===== src/design/assert_macros.svh =====
// Assertion macros for the row unfilter RTL
`ifndef ASSERT_MACROS_SVH
`define ASSERT_MACROS_SVH
`ifndef SYNTHESIS
`define PRU_ASSERT(lbl, prop, msg) \
    lbl: assert property (@(posedge clk) disable iff (!rst_n) prop) else $error(msg);
`define PRU_ASSERT_ALWAYS(lbl, prop, msg) \
    lbl: assert property (@(posedge clk) prop) else $error(msg);
`else
`define PRU_ASSERT(lbl, prop, msg)
`define PRU_ASSERT_ALWAYS(lbl, prop, msg)
`endif
`endif


===== src/design/pru_pkg.sv =====
// Types and constants shared by the PNG row unfilter modules
package pru_pkg;

    localparam int BPP_W       = 3;
    localparam int ROW_W       = 11;
    localparam int CFG_DATA_W  = 11;
    localparam int PIX_W       = 4;
    localparam int QUEUE_DEPTH = 4;
    localparam int QPTR_W      = 2;
    localparam int QLVL_W      = 3;

    typedef enum logic [0:0] {
        REG_BPP       = 1'b0,
        REG_ROW_BYTES = 1'b1
    } cfg_reg_t;

    typedef enum logic [2:0] {
        FILT_NONE  = 3'd0,
        FILT_SUB   = 3'd1,
        FILT_UP    = 3'd2,
        FILT_AVG   = 3'd3,
        FILT_PAETH = 3'd4
    } filt_t;

    // One queued transaction from the front to the back
    typedef struct packed {
        logic       is_err;
        filt_t      filter;
        logic       left_ok;
        logic       top_zero;
        logic       row_end;
        logic [7:0] data;
    } cmd_t;

endpackage


===== src/design/pru_in_if.sv =====
// Input stream channel: one filtered PNG stream byte per transaction
interface pru_in_if;
    logic       valid;
    logic       ready;
    logic [7:0] in_byte;
    logic       image_start;

    modport source (output valid, output in_byte, output image_start, input ready);
    modport sink (input valid, input in_byte, input image_start, output ready);
endinterface


===== src/design/pru_front.sv =====
// Front end: accepts stream bytes, tracks row position and queues work for the back end
module pru_front #(
    parameter int AW = 10
) (
    input  logic                       clk,
    input  logic                       rst_n,
    pru_in_if.sink                     stream,
    input  logic [AW-1:0]              rb_last,
    input  logic [pru_pkg::PIX_W-1:0]  bpp_eff,
    input  logic                       q_full,
    output logic                       push,
    output pru_pkg::cmd_t              push_cmd,
    output logic [AW-1:0]              push_addr
);

    logic            expect_filter_reg;
    logic            expect_filter_next;
    logic            first_row_reg;
    logic            first_row_next;
    pru_pkg::filt_t  filter_reg;
    pru_pkg::filt_t  filter_next;
    logic [AW-1:0]   idx_reg;
    logic [AW-1:0]   idx_next;

    logic            accept;
    logic            col0;
    logic            first_eff;
    logic            bad;
    logic [AW-1:0]   i_clamp;
    logic            is_end;

    assign stream.ready = !q_full;

    always_comb
    begin
        accept    = stream.valid && stream.ready;
        col0      = stream.image_start || expect_filter_reg;
        first_eff = stream.image_start || first_row_reg;
        bad       = stream.in_byte > 8'(pru_pkg::FILT_PAETH);
        // clamp the index if the row was shortened under a row in progress
        i_clamp   = (idx_reg > rb_last) ? rb_last : idx_reg;
        is_end    = (i_clamp == rb_last);

        expect_filter_next = expect_filter_reg;
        first_row_next     = first_row_reg;
        filter_next        = filter_reg;
        idx_next           = idx_reg;

        if (accept)
        begin
            if (col0)
            begin
                expect_filter_next = 1'b0;
                idx_next           = '0;
                first_row_next     = first_eff;
                filter_next        = bad ? pru_pkg::FILT_NONE
                                         : pru_pkg::filt_t'(stream.in_byte[2:0]);
            end
            else if (is_end)
            begin
                expect_filter_next = 1'b1;
                first_row_next     = 1'b0;
            end
            else
            begin
                idx_next = AW'(i_clamp + 1'b1);
            end
        end

        push              = accept && (!col0 || bad);
        push_cmd.is_err   = col0;
        push_cmd.filter   = filter_reg;
        push_cmd.left_ok  = i_clamp >= AW'(bpp_eff);
        push_cmd.top_zero = first_row_reg;
        push_cmd.row_end  = is_end;
        push_cmd.data     = stream.in_byte;
        push_addr         = i_clamp;
    end

    always_ff @(posedge clk or negedge rst_n)
    begin
        if (!rst_n)
        begin
            expect_filter_reg <= 1'b1;
            first_row_reg     <= 1'b1;
            filter_reg        <= pru_pkg::FILT_NONE;
            idx_reg           <= '0;
        end
        else
        begin
            expect_filter_reg <= expect_filter_next;
            first_row_reg     <= first_row_next;
            filter_reg        <= filter_next;
            idx_reg           <= idx_next;
        end
    end

endmodule


===== src/flat_wrapper.sv =====
// flat-port wrapper written by rule: the top's interface ports become plain ports
module pru_front_flat 
#(
    parameter int AW = 10
)
  (clk, rst_n, rb_last, bpp_eff, q_full, push, push_cmd, push_addr, stream_valid, stream_in_byte, stream_image_start, stream_ready);
  pru_in_if stream_i ();
  input  logic clk;
  input  logic rst_n;
  input  logic [AW-1:0] rb_last;
  input  logic [pru_pkg::PIX_W-1:0] bpp_eff;
  input  logic q_full;
  output logic push;
  output pru_pkg::cmd_t push_cmd;
  output logic [AW-1:0] push_addr;
  input wire logic [$bits(stream_i.valid)-1:0] stream_valid;
  input wire logic [$bits(stream_i.in_byte)-1:0] stream_in_byte;
  input wire logic [$bits(stream_i.image_start)-1:0] stream_image_start;
  output wire logic [$bits(stream_i.ready)-1:0] stream_ready;
  assign stream_i.valid = stream_valid;
  assign stream_i.in_byte = stream_in_byte;
  assign stream_i.image_start = stream_image_start;
  assign stream_ready = stream_i.ready;
  pru_front #(.AW(AW)) u_core (.clk(clk), .rst_n(rst_n), .stream(stream_i), .rb_last(rb_last), .bpp_eff(bpp_eff), .q_full(q_full), .push(push), .push_cmd(push_cmd), .push_addr(push_addr));
endmodule

===== config.mk =====
export PLATFORM = sky130hd
export DESIGN_NAME = pru_front_flat
export DESIGN_NICKNAME = d
export VERILOG_FILES = /design/src/design/assert_macros.svh /design/src/design/pru_pkg.sv /design/src/design/pru_in_if.sv /design/src/design/pru_front.sv /design/src/flat_wrapper.sv
export SDC_FILE = /design/constraint.sdc
export NUM_CORES = 1
export LEC_CHECK = 0
export BUFFER_PORTS_ARGS = -buffer_cell sky130_fd_sc_hd__buf_2
export CAP_MARGIN = 40
export CORE_MARGIN = 4
export CORE_UTILIZATION = 35
export CTS_CLUSTER_SIZE = 24
export DETAILED_ROUTE_END_ITERATION = 10
export HOLD_SLACK_MARGIN = 0.08
export SLEW_MARGIN = 30
export SYNTH_ARGS = -nofsm -noshare
export SYNTH_HDL_FRONTEND = slang
export SYNTH_SLANG_ARGS = --single-unit

===== constraint.sdc =====
create_clock -name clk -period 7.1 [get_ports clk]
set_input_delay 1.42 -clock clk [delete_from_list [all_inputs] [get_ports clk]]
set_output_delay 1.42 -clock clk [all_outputs]
set_load 0.05 [all_outputs]

# After elaboration in Yosys (flattened, before gate mapping)
# Index checks and enable logic that the tools add are counted.
# word_totals
ff_bits	15
elab_cells	29
# op_classes
addsub	1
n_lt_le_gt_ge	3
n_eq_ne	2
muxes	8
n_reduce_logical	11
# op_table
op	n
$mux 10	3
$add 10x1->10 const B	1
$eq 10x10->1	1
$ge 10x4->1	1
$gt 10x10->1	1
$gt 8x3->1 const B	1
$reduce_and 2->1	3
$mux 1	4
$logic_or 1x1->1	3
$mux 3	1
$logic_and 1x1->1	2
$logic_not 1->1	2
$ne 2x1->1 const B	1
$reduce_bool 2->1	1

# Depth between registers and ports, before layout
# depth
ltp_word	5
mapped_depth	17

# Worst setup path before layout
# No wires, ideal clock.
# synth_path
path_kind	input port to output port
from	input port rb_last[9]
to	output port push_cmd[10] (netlist bit)
arrival_ns	4.893
required_time_ns	5.680
slack_ns	0.787
stages	14
path_cell_list	inv_1 ha_1 a21oi_2 o21a_1 or4b_4 and2_4 buf_8 buf_8 mux2_1 ha_1 a21o_1 a21o_1 a211oi_1 nand4_1
# synth_lines
item	line_no	rtl
start, declared	flat_wrapper.sv:10	input logic [AW-1:0] rb_last;
end, declared	flat_wrapper.sv:14	output pru_pkg::cmd_t push_cmd;

==> impl_metrics.tcl <==
set metrics [dict create \
    cts.clk_slew.worst_paths_ns 0.07 \
    portBuffers 53 \
    crit_path_start_kind "primary input" \
    setup_violations 0 \
    cts.sinks 15 \
    rr_worst_depth 10 \
    start_util_pct 37.3 \
    yosysWarnings 0 \
    hold_buffers 0 \
    cp_max_fo 20 \
    globalRouteTotalUtil_pct 14.0 \
    p_comb_share_pct 38.1 \
    yosysUniqueCellTypes 44 \
    cts_buffer_depth 2 \
    syn_area_per_cell_um2 8.22 \
    drive_gt1_share_pct 31.3 \
    ys_ff_latch 15 \
    ant_nets 0 \
    clk_latency_ns 0.25 \
    ios 54 \
    setup_tns_ns 0 \
    syn_inst 203 \
    r2r-start "u_core.idx_reg[3]" \
    finalNetCount 286 \
    final_common_cell "buf_2" \
    reg2reg_to "u_core.idx_reg[6]" \
    synth_nets 245 \
    diodes 0 \
    grt_pass1_vias 1459 \
    rsz0062_at_grt "false" \
    cts_root_buf "clkbuf_8" \
    antenna_found_initial 0 \
    peakVddDrop_v 0.0000889 \
    syn2layout_area_growth_pct 14.9 \
    fp.dieArea_um2 5930 \
    crit_path_end_kind "primary output" \
    synthFlopType "dfrtp_1" \
    mostFrequentLayoutCells "53 x buf_2, 26 x nand2_1, 21 x inv_1, 15 x ha_1" \
    period_needed_ns 6.16 \
    maxSlewViolCount 0 \
    hp-class "reg -> reg" \
    drcViolationCount 0 \
    routed_via_density 5.11 \
    dp_hpwl_mm 3.33 \
    tightest_slew_ns 0.681 \
    post_cts_buffers 0 \
    core_um2 4470 \
    grt_max_degree 21 \
    synth_edf_count 0 \
    num_vias 1507 \
    holdCritStartpoint "u_core.first_row_reg" \
    p_sw_mw 0.113 \
    worst_ep_required_time_ns 5.68 \
    overflow 0 \
    hold_viol 0 \
    arrival_ns 4.74 \
    cts_resized 0 \
    internal-power_mw 0.163 \
    finalWeightedCongestion 0.834 \
    fp.dieW_um 77.0 \
    drtIter0Drc 71 \
    clkPwrFrac_pct 26.1 \
    netSwitchingFraction_pct 40.9 \
    final_util_pct 42.8 \
    final.fill_count 459 \
    largest_reg_flops 10 \
    path_cells "buf_2 -> inv_1 -> ha_1 -> a21oi_2 -> o21a_1 -> or4b_4 -> and2_4 -> mux2_1 -> ha_1 -> a21o_1 -> a21o_1 -> a211oi_1 -> nand4_1 -> buf_2" \
    worstSetupPathType "in -> out" \
    cts_tree "yes" \
    outcome "complete, no violations" \
    yosysSeqAreaShare_pct 22.7 \
    htreeDepth 1 \
    finClkSkew_ns 0.00237 \
    fin_crit_sh_pct 86.8 \
    grt_first_pass_wirelength_mm 6.87 \
    power_frac_seq_pct 35.8 \
    endpoint "push_cmd[10]" \
    cts_buffers 3 \
    wl_per_cell_um 14.2 \
    max_freq_mhz 162 \
    first_pass_iters 4 \
    rrSetupSlack_ns 3.99 \
    relSlewSlack_pct 54.2 \
    syn_area_um2 1670 \
    totalPowerFinal_mw 0.275 \
    power.density_nw_per_um2 144 \
    critPathMaxStageDelay_ns 0.50 \
    std_cell_rows 24 \
    maxCapViolCount 0 \
    slowest_stage "or4b_4" \
    fp.dieH_um 77.0 \
    ys_async_sr_fraction_pct 100 \
    wl_mm 4.20 \
    crit_start "rb_last[9]" \
    leakage_nw 0.959 \
]
[layout make-up]
| class | instances | area, um2 | area share [%] |
|---|---|---|---|
| tap | 52 | 65.1 | 3.39 |
| inverter | 21 | 78.8 | 4.11 |
| sequential | 15 | 378 | 19.7 |
| clock buffer | 3 | 41.3 | 2.15 |
| clock inverter | 1 | 5.00 | 0.261 |
| multi-input combinational | 150 | 1080 | 56.5 |
| timing repair buffer | 53 | 265 | 13.8 |
[Yosys cell counts (3+ instances only)]
| cell | count | share of area, % |
|---|---|---|
| nor2_1 | 13 | 2.9 |
| dfrtp_1 | 13 | 20 |
| inv_1 | 21 | 4.7 |
| a211oi_1 | 3 | 1.4 |
| nand4_1 | 8 | 3.0 |
| xnor2_1 | 10 | 5.3 |
| o21ai_0 | 10 | 3.0 |
| nand3_1 | 8 | 2.4 |
| ha_1 | 15 | 11 |
| clkbuf_1 | 4 | 0.90 |
| o21ai_1 | 5 | 1.5 |
| mux2_2 | 3 | 2.0 |
| a21oi_1 | 7 | 2.1 |
| xor2_1 | 4 | 2.1 |
| nand2b_1 | 3 | 1.1 |
| nand2_1 | 26 | 5.9 |
| buf_4 | 11 | 5.0 |
[per-layer routing]
metal | vias to the layer above | part of all wire, % | GRT usage [%]
met2 | 36 | 45 | 22.5
met4 | 0 | 1.2 | 4.27
li1 | 781 | - | -
met1 | 685 | 50 | 19.6
met5 | - | 0 | 0
met3 | 5 | 4.2 | 1.52
[power by group through the flow]
stage               combinational (mW)  sequential, mW  clock [mW]
floorplan                       0.0835          0.0936           0
global placement                 0.105          0.0999           0
detailed placement               0.106           0.100           0
CTS                              0.106          0.0985      0.0727
global route                     0.116          0.0992      0.0740
finish                           0.105          0.0986      0.0719
[how the worst min path moves through the flow]
stage | endpoint | cells past startpoint
finish | u_core.first_row_reg | 2
global route | u_core.filter_reg[0] | 2
CTS | u_core.first_row_reg | 2
detailed placement | u_core.first_row_reg | 2
global placement | u_core.first_row_reg | 2
floorplan | u_core.first_row_reg | 2
[per-stage QoR]
step                      std cells  worst slack [ns]  hold slack (ns)  instance area (um2)
after floorplan                 203             0.787            0.451                 1670
final                           295             0.938            0.472                 1920
after CTS                       295             0.929            0.476                 1920
after global placement          291             0.950            0.464                 1870
after global routing            295             0.632            0.497                 1920
after detailed placement        291             0.933            0.468                 1870
[worst max-delay path: cells and delay by family]
kind | cells | cell delay (ns)
buffers and inverters | 3 | 0.41
adder cells (fa/ha/maj) | 2 | 0.61
AND/OR/NAND/NOR | 3 | 0.92
multiplexers | 1 | 0.39
AO/OA/AOI/OAI | 5 | 0.98
[cells by family after synthesis]
family / count (synthesis) / share of synthesized area [%]
simple gates: 68 / 19.9
compound gates: 44 / 18.7
buf+inv: 38 / 12.4
fa+ha+maj: 15 / 11.3
flops: 15 / 22.7
xor+xnor: 14 / 7.35
mux: 9 / 7.80
Power figures use the tool's default switching activity.
