## config.mk

```make
export PLATFORM = sky130hd
export DESIGN_NAME = pru_queue
export DESIGN_NICKNAME = d
export VERILOG_FILES = /design/src/design/assert_macros.svh /design/src/design/pru_pkg.sv /design/src/design/pru_queue.sv
export SDC_FILE = /design/constraint.sdc
export NUM_CORES = 1
export LEC_CHECK = 0
export BUFFER_PORTS_ARGS = -buffer_cell sky130_fd_sc_hd__buf_2
export CAP_MARGIN = 10
export CELL_PAD_IN_SITES_DETAIL_PLACEMENT = 1
export CELL_PAD_IN_SITES_GLOBAL_PLACEMENT = 1
export CORE_AREA = 2 2 104 106
export CTS_BUF_LIST = sky130_fd_sc_hd__clkbuf_8
export CTS_CLUSTER_SIZE = 24
export DETAILED_ROUTE_END_ITERATION = 7
export DIE_AREA = 0 0 106 108
export PLACE_DENSITY_LB_ADDON = 0.1
export SYNTH_ARGS = -nofsm -noshare
export SYNTH_HDL_FRONTEND = slang
export SYNTH_SLANG_ARGS = --single-unit
```

## constraint.sdc

```tcl
create_clock -name clk -period 2.56 [get_ports clk]
set_clock_uncertainty 0.2 [all_clocks]
set_input_delay 0.128 -clock clk [delete_from_list [all_inputs] [get_ports clk]]
set_output_delay 0.128 -clock clk [all_outputs]
set_load 0.02 [all_outputs]
```

## src/design/assert_macros.svh

```systemverilog
// Assertion macros for the row unfilter RTL
`ifndef ASSERT_MACROS_SVH
`define ASSERT_MACROS_SVH
`ifndef SYNTHESIS
`define PRU_ASSERT(lbl, prop, msg) \
    lbl: assert property (@(posedge clk) disable iff (!rst_n) prop) else $error(msg);
`define PRU_ASSERT_ALWAYS(lbl, prop, msg) \
    lbl: assert property (@(posedge clk) prop) else $error(msg);
`else
`define PRU_ASSERT(lbl, prop, msg)
`define PRU_ASSERT_ALWAYS(lbl, prop, msg)
`endif
`endif

```

## src/design/pru_pkg.sv

```systemverilog
// Types and constants shared by the PNG row unfilter modules
package pru_pkg;

    localparam int BPP_W       = 3;
    localparam int ROW_W       = 11;
    localparam int CFG_DATA_W  = 11;
    localparam int PIX_W       = 4;
    localparam int QUEUE_DEPTH = 4;
    localparam int QPTR_W      = 2;
    localparam int QLVL_W      = 3;

    typedef enum logic [0:0] {
        REG_BPP       = 1'b0,
        REG_ROW_BYTES = 1'b1
    } cfg_reg_t;

    typedef enum logic [2:0] {
        FILT_NONE  = 3'd0,
        FILT_SUB   = 3'd1,
        FILT_UP    = 3'd2,
        FILT_AVG   = 3'd3,
        FILT_PAETH = 3'd4
    } filt_t;

    // One queued transaction from the front to the back
    typedef struct packed {
        logic       is_err;
        filt_t      filter;
        logic       left_ok;
        logic       top_zero;
        logic       row_end;
        logic [7:0] data;
    } cmd_t;

endpackage

```

## src/design/pru_queue.sv

```systemverilog
// Short queue of transactions between the front end and the back end
module pru_queue #(
    parameter int AW = 10
) (
    input  logic                        clk,
    input  logic                        rst_n,
    input  logic                        push,
    input  pru_pkg::cmd_t               push_cmd,
    input  logic [AW-1:0]               push_addr,
    output logic                        full,
    input  logic                        pop,
    output pru_pkg::cmd_t               head_cmd,
    output logic [AW-1:0]               head_addr,
    output logic                        empty,
    output logic [pru_pkg::QLVL_W-1:0]  level
);

    pru_pkg::cmd_t                cmd_mem  [pru_pkg::QUEUE_DEPTH];
    logic [AW-1:0]                addr_mem [pru_pkg::QUEUE_DEPTH];
    logic [pru_pkg::QPTR_W-1:0]   wr_ptr_reg;
    logic [pru_pkg::QPTR_W-1:0]   wr_ptr_next;
    logic [pru_pkg::QPTR_W-1:0]   rd_ptr_reg;
    logic [pru_pkg::QPTR_W-1:0]   rd_ptr_next;
    logic [pru_pkg::QLVL_W-1:0]   level_reg;
    logic [pru_pkg::QLVL_W-1:0]   level_next;

    assign full      = (level_reg == pru_pkg::QLVL_W'(pru_pkg::QUEUE_DEPTH));
    assign empty     = (level_reg == '0);
    assign level     = level_reg;
    assign head_cmd  = cmd_mem[rd_ptr_reg];
    assign head_addr = addr_mem[rd_ptr_reg];

    always_comb
    begin
        wr_ptr_next = wr_ptr_reg;
        rd_ptr_next = rd_ptr_reg;
        level_next  = level_reg;
        if (push)
        begin
            wr_ptr_next = (wr_ptr_reg == pru_pkg::QPTR_W'(pru_pkg::QUEUE_DEPTH - 1))
                        ? '0 : pru_pkg::QPTR_W'(wr_ptr_reg + 1'b1);
        end
        if (pop)
        begin
            rd_ptr_next = (rd_ptr_reg == pru_pkg::QPTR_W'(pru_pkg::QUEUE_DEPTH - 1))
                        ? '0 : pru_pkg::QPTR_W'(rd_ptr_reg + 1'b1);
        end
        case ({push, pop})
            2'b10:   level_next = pru_pkg::QLVL_W'(level_reg + 1'b1);
            2'b01:   level_next = pru_pkg::QLVL_W'(level_reg - 1'b1);
            default: level_next = level_reg;
        endcase
    end

    always_ff @(posedge clk)
    begin
        if (push)
        begin
            cmd_mem[wr_ptr_reg]  <= push_cmd;
            addr_mem[wr_ptr_reg] <= push_addr;
        end
    end

    always_ff @(posedge clk or negedge rst_n)
    begin
        if (!rst_n)
        begin
            wr_ptr_reg <= '0;
            rd_ptr_reg <= '0;
            level_reg  <= '0;
        end
        else
        begin
            wr_ptr_reg <= wr_ptr_next;
            rd_ptr_reg <= rd_ptr_next;
            level_reg  <= level_next;
        end
    end

endmodule

```

### Word-level counts from Yosys, hierarchy flattened

Memories as Yosys holds them, arrays and structs flattened.
Index checks and enable logic that the tools add are counted.

| word-level totals | value |
|---|---|
| output and inout bits | 30 |
| bits of input ports | 29 |
| bits in registers | 7 |
| word-level logic and storage cells | 21 |
| memory bits (read-only) | 0 |
| bits in latches | 0 |
| bits in writable memories | 100 |
| memories | 2 |

| cells by class | value |
|---|---|
| multipliers | 0 |
| add/subtract/negate cells | 4 |
| div/mod/pow operators | 0 |
| mux-type cells | 5 |
| shifts and indexed selects | 0 |
| equality and inequality tests | 5 |
| reduce and logical (&&, ||, !) cells | 2 |
| bitwise gates (word level) | 0 |
| $lt $le $gt $ge | 0 |

Memory list:

| memory | words | bits a word | read ports | clocked after memory_dff | write ports | RTL line | RTL |
|---|---|---|---|---|---|---|---|
| cmd_mem | 4 | 15 | 1 | 0 | 1 | pru_queue.sv:18 | `pru_pkg::cmd_t cmd_mem [pru_pkg::QUEUE_DEPTH];` |
| addr_mem | 4 | 10 | 1 | 0 | 1 | pru_queue.sv:19 | `logic [AW-1:0] addr_mem [pru_pkg::QUEUE_DEPTH];` |

Operators with widths:

| cell | number |
|---|---|
| $eq 2x2->1 const B | 3 |
| $pmux 3 s2 | 1 |
| $add 2x1->2 const B | 2 |
| $mux 2 | 2 |
| $add 3x1->3 const B | 1 |
| $eq 3x3->1 const B | 1 |
| $logic_not 3->1 | 1 |
| $sub 3x1->3 const B | 1 |
| $eq 2x1->1 const B | 1 |
| $mux 1 | 2 |
| $reduce_bool 2->1 | 1 |

### Depth between registers and ports, before layout

Gate-level depths: netlist of the first run.

| depth | value |
|---|---|
| word-level depth | 2 |
| gate-level depth with buffers | 7 |
| gate-level depth less buffers | 7 |

### Least setup slack after synthesis of the first run

OpenSTA, ideal clock, no wires.

| path | value |
|---|---|
| path kind | reg2reg |
| from | register wr_ptr_reg[0] in the netlist's numbering |
| to | memory addr_mem[2][0], enable pin |
| data required time | 1.976 ns |
| setup slack | 0.730 ns |
| cell stages (with the launch flop) | 4 |
| data arrival time | 1.247 ns |
| path buffers | 0 |
| library setup time | 0.384 ns |
| cell sequence | dfrtp_1 -> inv_1 -> ha_1 -> and2_1 |

RTL lines:

| what | RTL line | RTL |
|---|---|---|
| start: declaration | pru_queue.sv:20 | `logic [pru_pkg::QPTR_W-1:0] wr_ptr_reg;` |
| start signal: assignment | pru_queue.sv:74 | `wr_ptr_reg <= wr_ptr_next;` |
| end: declaration | pru_queue.sv:19 |  |

No word-level cell before the write port.

### Final worst setup path of the first run

| path | value |
|---|---|
| from | register rd_ptr_reg[0] in the netlist's numbering |
| to | output port head_addr[2] |

| between the ends | value |
|---|---|
| word-level cells in the longest chain between the ends | 1 |

RTL lines:

| what | RTL line | RTL |
|---|---|---|
| start: declaration | pru_queue.sv:22 | `logic [pru_pkg::QPTR_W-1:0] rd_ptr_reg;` |
| start signal: assignment | pru_queue.sv:75 | `rd_ptr_reg <= rd_ptr_next;` |
| $mem_v2 4x10 | -- |  |
| end: declaration | pru_queue.sv:13 | `output logic [AW-1:0] head_addr,` |

Every way passes these cells.

==> results of run 1 <==
## worst max-delay path: stages, from the launching register on
cell	delay [ns]
dfrtp_2	0.51
buf_12	0.25
mux4_1	0.58
buf_2	0.18
## cell usage after synthesis, drive strengths merged
cell type,instances,share of area
edfxtp,100,0.74
mux4,25,0.14
dfrtp,7,0.043
buf,6,0.016
ha,6,0.018
inv,6,0.0055
and2,4,0.0061
mux2,2,0.0055
nor2,2,0.0018
o21ai,2,0.0025
xor2,2,0.0043
and3,1,0.0015
fa,1,0.0049
mux2i,1,0.0025
nand2,1,0.00092
nor3,1,0.0012
or3,1,0.0015
xnor2,1,0.0022
## logic make-up (layout without fill, tap and decap cells)
kind of cell,after synthesis,in the layout
flops,107,107
buf+inv,12,116
fa+ha+maj,7,7
mux,28,28
compound gates,2,2
simple gates,10,10
xor+xnor,3,3
## timing repair
action | in CTS | in global routing
setup buffers | 0 | 0
endpoints found under the hold margin | 111 | 0
resized for setup | 0 | 0
hold buffers | 29 | 0
## metrics by stage
step                 util  hold slack (ns)
floorplan               -           -0.368
global placement    0.446           -0.233
detailed placement  0.446           -0.226
CTS                 0.495            0.304
global route        0.495            0.316
finish              0.495            0.328
## cell type report
type / instances / area (um2)
tap: 136 / 170
inverter: 6 / 22.5
clock buffer: 9 / 124
timing repair buffer: 94 / 671
fill: 954 / 5160
clock inverter: 7 / 92.6
sequential: 107 / 3180
multi-input combinational: 50 / 807
## per-layer routing
layer / up-vias / GRT usage / wire length [um]
li1: 893 / - / -
met1: 1074 / 0.190 / 3510
met2: 45 / 0.256 / 4040
met3: 5 / 0.0205 / 190
met4: 0 / 0.0479 / 60
met5: - / 0 / 0
## path summary, 6_finish.rpt
path	endpoint	slack [ns]	depth (start not counted)
max	head_addr[2]	0.36	3
min	level[2]	0.33	1
max reg2reg	cmd_mem[1][8]	0.71	4
min reg2reg	level[2]	0.33	1
max in group asynchronous	rd_ptr_reg[0]	1.37	3
min in group asynchronous	level[0]	0.51	3
## power by group
group / leakage, nW / internal, mW / switching, mW
clock: 0.109 / 0.550 / 0.558
sequential: 1.00 / 2.25 / 0.134
combinational: 0.719 / 0.784 / 1.03
==> impl_metrics.toml, run 1 <==
[run_status]
status = "finished clean"

[cells_and_area]
stdcell_count = 409
design_area_mm2 = 0.00507
drive_above_1_share = 0.366
n_antenna_cell = 0
syn_to_final_growth_pct = 24.4
final_nets = 304
final_common_cell = "edfxtp_1"
largest_reg_flops = 60
mostFrequentLayoutCells = "edfxtp_1, buf_2, dlygate4sd3_1"

[timing]
setup_violations = 0
fin_crit_sh = 0.858
drv_slew = 0
finalCriticalPeriod_ns = 2.20
max-slew-margin-rel = 0.690
fmax_mhz = 455
worst_pin_slew_ns = 0.465
rsz0062_at_grt = "false"
hold_viol_final = 0
setup_ws_ns = 0.363
finalSetupTns_ns = 0

[worst_setup_path]
path_max_fanout = 22
cp-end-kind = "output pin"
r2r_start = "wr_ptr_reg[1]"
required_ns = 2.23
worstPathArrival_ns = 1.87
cp-start-kind = "flop"
crit_path_start = "rd_ptr_reg[0]"
path_class = "reg2out"

[synth]
ys_warn_count = 0
syn_area_mm2 = 0.00407
synth_fa_ha_area_frac = 0.0233
ys_seq_area_frac = 0.780
synthCells = 169
synthXorXnorAreaFrac = 0.00645
yosysUniqueCellTypes = 21
synth.area.mux_share = 0.153
synth_compound_area_frac = 0.00246
synth-simple-area-share = 0.0132
synth_top_family_by_area = "multiplexers"
synth_area_per_cell_um2 = 24.1
syn-num-nets = 205
ys_seq_elements = 107

[die]
rows = 37
start_util = 0.398
die_x_um = 106
die-area_mm2 = 0.0114
io-pin-count = 59
dieHeight_um = 108
core_mm2 = 0.0102

[place]
place_inst = 364
portBuffers = 58
dpl_cell_area_mm2 = 0.00456
dp_slack_ns = 0.671
place.gp.congestion = 0.689
hpwl_um = 5130

[job]
drv_cap = 0

[power_and_ir_drop]
power.total_mw = 5.31
ir_worst_vdd_uv = 375
p_leak_nw = 1.83
power_density_mw_per_mm2 = 1050

[clock_tree]
cts_buffers = 9
clock-sinks = 107
clk_pin_slew_ns = 0.10
cts_max_level = 3
insertion_delay_ns = 0.35
cts-root-buf = "clkbuf_8"
cts.path.max_buffers = 2
cts_tree = "done"

[drt]
first_pass_iters = 5
postRouteAntennaNets = 0
vias_per_cell = 4.93
drc = 0
drtIter0Drc = 67
routed_wl_um = 7810
wl_per_cell_um = 19.1
vias = 2017

[worst_hold_path]
holdCritStartpoint = "level[2]"
hold_class = "reg2reg"

[global_route]
grt_use_total = 0.146
grt_overflow_total = 0
grt_pass1_wl_um = 12500
grt_max_degree = 26
antenna_found_initial = 0
grt_pass1_vias = 2310
Power figures use the tool's default switching activity.
==> inputs of run 2 (changes only) <==
- CELL_PAD_IN_SITES_DETAIL_PLACEMENT: 1 -> 0
- CELL_PAD_IN_SITES_GLOBAL_PLACEMENT: 1 -> 2
==> run 2 against run 1 <==
- critical path depth stayed put
- hold slack worse by 0.018 ns
- critical path type unchanged
- core utilization is 0.48 points lower
- critical endpoint is now head_addr[4]
==> impl_metrics.toml, run 2 (same netlist as run 1, synthesis figures left out) <==
[worst_setup_path]
path_max_fanout = 16
required_ns = 2.23
worstPathArrival_ns = 1.96
rr_worst_depth = 4
r2r_setup_slack_ns = 0.85
cp-start-kind = "flop"
r2r-end = "cmd_mem[0][14]"
cp-end-kind = "output pin"
r2r_start = "wr_ptr_reg[0]"
path_class = "reg2out"

[clock_tree]
cts_buffers = 9
cts-root-buf = "clkbuf_8"
cts.path.max_buffers = 2
clk_pin_slew_ns = 0.09
cts_tree = "done"
clock-sinks = 107
cts_max_level = 3
insertion_delay_ns = 0.35

[place]
place.gp.congestion = 0.668
dpl_cell_area_mm2 = 0.00453
portBuffers = 58
hpwl_um = 4360
dp_slack_ns = 0.605
place_inst = 364

[global_route]
grt_max_degree = 26
grt_use_met2 = 0.233
grt_pass1_wl_um = 11100
top_usage_layer = "met2"
grt_pass1_vias = 2105
grt_use_met1 = 0.161
grt_util_met3 = 0.0253
grt_use_total = 0.132
grt_overflow_total = 0
antenna_found_initial = 0

[cells_and_area]
seq_area_mm2 = 0.00318
syn_to_final_growth_pct = 23.2
final_nets = 304
multi_input_area_um2 = 807
num-fill-cells = 837
final_common_cell = "edfxtp_1"
drive_above_1_share = 0.370
largest_reg_flops = 60
design_area_mm2 = 0.00502
stdcell_count = 409
n_antenna_cell = 0
mostFrequentLayoutCells = "edfxtp_1, buf_2, dlygate4sd3_1"
fin_util = 0.490

[worst_hold_path]
holdPathStages = 1
holdCritStartpoint = "level[2]"
min_to = "level[2]"
hold_class = "reg2reg"

[job]
drv_cap = 0

[power_and_ir_drop]
ir_worst_vdd_uv = 476
power_density_mw_per_mm2 = 1020
p_leak_nw = 1.81
power.total_mw = 5.14

[die]
start_util = 0.398
die_x_um = 106
core_mm2 = 0.0102
dieHeight_um = 108
io-pin-count = 59
die-area_mm2 = 0.0114
rows = 37

[drt]
first_pass_iters = 4
vias = 1975
vias_per_cell = 4.83
drc = 0
postRouteAntennaNets = 0
drtIter0Drc = 47
wl_per_cell_um = 17.2
routed_wl_um = 7050

[timing]
fin_crit_sh = 0.894
worst_pin_slew_ns = 0.406
setup_ws_ns = 0.272
rsz0062_at_grt = "false"
fmax_mhz = 437
holdWs_ns = 0.309
max-slew-margin-rel = 0.730
finalSetupTns_ns = 0
hold_viol_final = 0
setup_violations = 0
drv_slew = 0
finalCriticalPeriod_ns = 2.29

[run_status]
status = "finished clean"
==> run 2: changes by cell type in the layout (fill, tap and decap cells not counted), sizes merged <==
cell / previous run / this run
bufinv: 2 / 1
clkinv: 2 / 5
inv: 8 / 6
==> run 2: repair_timing <==
item | 4_1_cts | 5_1_grt
hold endpoints to repair | 111 | 0
hold buffers | 29 | 0
gates resized for setup | 0 | 0
buffers inserted | 0 | 0
==> run 2: critical path, stage by stage, from the launching register on <==
cell and delay [ns]:
dfrtp_2 0.62, buf_12 0.24, mux4_1 0.56, buf_2 0.18
==> run 2: layer usage <==
layer | wire length (um) | part of all wire
met1 | 3000 | 0.43
met3 | 280 | 0.040
met4 | 106 | 0.015
met2 | 3660 | 0.52
met5 | 0 | 0
==> run 2: final cells by class <==
| class | count | area share |
|---|---|---|
| Sequential cell | 107 | 0.634 |
| Multi-Input combinational cell | 50 | 0.161 |
| Timing Repair Buffer | 94 | 0.129 |
| Tap cell | 136 | 0.0339 |
| Clock buffer | 9 | 0.0247 |
| Clock inverter | 7 | 0.0137 |
| Inverter | 6 | 0.00449 |
==> run 2: how the worst max path moves through the flow <==
stage | from | end | slack (ns) | cells past startpoint
4_1_cts | rd_ptr_reg[0] | head_addr[0] | 0.21 | 3
3_5_place_dp | rd_ptr_reg[0] | head_addr[4] | 0.61 | 3
6_report | rd_ptr_reg[0] | head_addr[4] | 0.27 | 3
2_1_floorplan | wr_ptr_reg[0] | addr_mem[2][0] | 0.73 | 3
5_1_grt | rd_ptr_reg[0] | head_addr[3] | 0.13 | 3
3_3_place_gp | rd_ptr_reg[0] | head_addr[4] | 0.62 | 3
==> run 2: where the power goes <==
part | internal [mW] | total, mW | switching [mW]
combinational | 0.769 | 1.76 | 0.995
clock | 0.449 | 0.983 | 0.534
sequential | 2.25 | 2.39 | 0.136
==> inputs of run 3 (changes only) <==
- CELL_PAD_IN_SITES_DETAIL_PLACEMENT: 0 -> 1
==> run 3 against run 2 <==
- combinational power about the same
- sequential share of layout area rose by 0.11 points
- critical path depth did not move
- count of clock-buffer cells in the layout did not move
- clock power fell by 2%
- sequential cell count did not move
- hold slack got worse by 0.0075 ns
- worst setup slack got worse by 0.024 ns
- final cell count is the same
- die area unchanged
- sequential power about the same
- non-clock buffer count stayed put
- critical path type unchanged
- largest cell class unchanged
- largest power group unchanged
==> impl_metrics.toml, run 3 (same netlist as run 1, synthesis figures left out) <==
[run_status]
status = "finished clean"

[die]
core_mm2 = 0.0102
dieHeight_um = 108
io-pin-count = 59
die-area_mm2 = 0.0114
rows = 37
die_x_um = 106
start_util = 0.398

[power_and_ir_drop]
p_int_mw = 3.39
ir_worst_vdd_uv = 449
power_density_mw_per_mm2 = 1020
power.share.sequential = 0.467
sw_frac_of_total = 0.338
p_comb_frac = 0.345
p_sw_mw = 1.74
clockPowerShare = 0.188
p_leak_nw = 1.80

[timing]
max-slew-margin-rel = 0.719
fmax_mhz = 433
finalCriticalPeriod_ns = 2.31
hold_viol_final = 0
drv_slew = 0
rsz0062_at_grt = "false"
setup_violations = 0
fin_crit_sh = 0.903
setup_ws_ns = 0.249
finalSetupTns_ns = 0
worst_pin_slew_ns = 0.421

[place]
portBuffers = 58
hpwl_um = 4670
place.gp.congestion = 0.668
dp_slack_ns = 0.611

[cells_and_area]
largest_reg_flops = 60
mostFrequentLayoutCells = "edfxtp_1, buf_2, dlygate4sd3_1"
final_nets = 304
final_common_cell = "edfxtp_1"
num-fill-cells = 969
n_antenna_cell = 0
drive_above_1_share = 0.374
syn_to_final_growth_pct = 22.9

[drt]
postRouteAntennaNets = 0
wl_met3_um = 240
vias_per_cell = 4.83
dr.max_layer_used = "met4"
vias = 1975
m1WireLength_um = 3280
drtIter0Drc = 53
wl_per_cell_um = 18.5
first_pass_iters = 4
drc = 0
wl_met2_um = 3900
routed_wl_um = 7560

[global_route]
grt_max_degree = 26
antenna_found_initial = 0
grt_pass1_wl_um = 12100
grt_use_total = 0.145
grt_overflow_total = 0
grt_pass1_vias = 2250

[clock_tree]
cts_resized = 0
cts_buffers = 9
cts-root-buf = "clkbuf_8"
cts_tree = "done"
insertion_delay_ns = 0.36
clock-sinks = 107
cts_max_level = 3
cts.path.max_buffers = 2
clk_pin_slew_ns = 0.11

[worst_setup_path]
worstPathArrival_ns = 1.98
path_cells = "buf_12 -> mux4_1 -> buf_2"
required_ns = 2.23
cp-end-kind = "output pin"
path_max_fanout = 16
path_class = "reg2out"
cpPeakStageDelay_ns = 0.63
slowest_stage = "dfrtp_2"
cp-start-kind = "flop"

[job]
drv_cap = 0

[worst_hold_path]
hold_class = "in2reg"
run 3: timing repair:
item / 4_1_cts / 5_1_grt
hold buffers: 29 / 0
hold endpoints to repair: 111 / 0
setup buffers: 0 / 0
run 3: path summary, 6_finish.rpt:
check | startpoint | endpoint | slack, ns | cells after the start
max | rd_ptr_reg[0] | head_addr[4] | 0.25 | 3
max reg2reg | wr_ptr_reg[0] | cmd_mem[2][2] | 0.80 | 4
min reg2reg | level[2] | level[2] | 0.34 | 1
min in group asynchronous | rst_n | rd_ptr_reg[1] | 0.54 | 3
min | push_addr[8] | addr_mem[0][8] | 0.30 | 2
max in group asynchronous | rst_n | rd_ptr_reg[0] | 1.34 | 3
run 3: layer usage:
layer	track usage	up-vias
met2	0.249	40
met5	0	-
met3	0.0332	13
li1	-	895
met4	0.0564	0
met1	0.180	1027
run 3: worst max-delay path: cells and delay by family, from the launching register on:
| kind | cells | cell delay [ns] |
|---|---|---|
| multiplexers | 1 | 0.56 |
| flip-flops | 1 | 0.63 |
| buffers and inverters | 2 | 0.42 |
run 3: stage by stage:
| step | std cells | hold slack [ns] | util | power (mW) | instance area [um2] |
|---|---|---|---|---|---|
| global placement | 364 | -0.220 | 0.443 | 4.16 | 4530 |
| detailed placement | 364 | -0.214 | 0.443 | 4.23 | 4530 |
| finish | 409 | 0.302 | 0.490 | 5.13 | 5010 |
| global route | 409 | 0.299 | 0.490 | 5.43 | 5010 |
| CTS | 409 | 0.290 | 0.490 | 5.23 | 5010 |
| floorplan | 169 | -0.368 | - | 3.68 | 4070 |
run 3: area by class of cell:
class,count,area [um2],area share
Clock buffer,9,124,0.0247
Clock inverter,7,60.1,0.0120
Inverter,6,22.5,0.00450
Multi-Input combinational cell,50,807,0.161
Sequential cell,107,3180,0.635
Tap cell,136,170,0.0340
Timing Repair Buffer,94,646,0.129
run 3: power by group through the flow:
stage	logic, mW	clock network (mW)	registers [mW]
finish	1.77	0.964	2.40
global placement	1.74	0	2.42
detailed placement	1.78	0	2.45
floorplan	1.28	0	2.39
CTS	1.82	0.998	2.41
global route	1.92	1.07	2.44
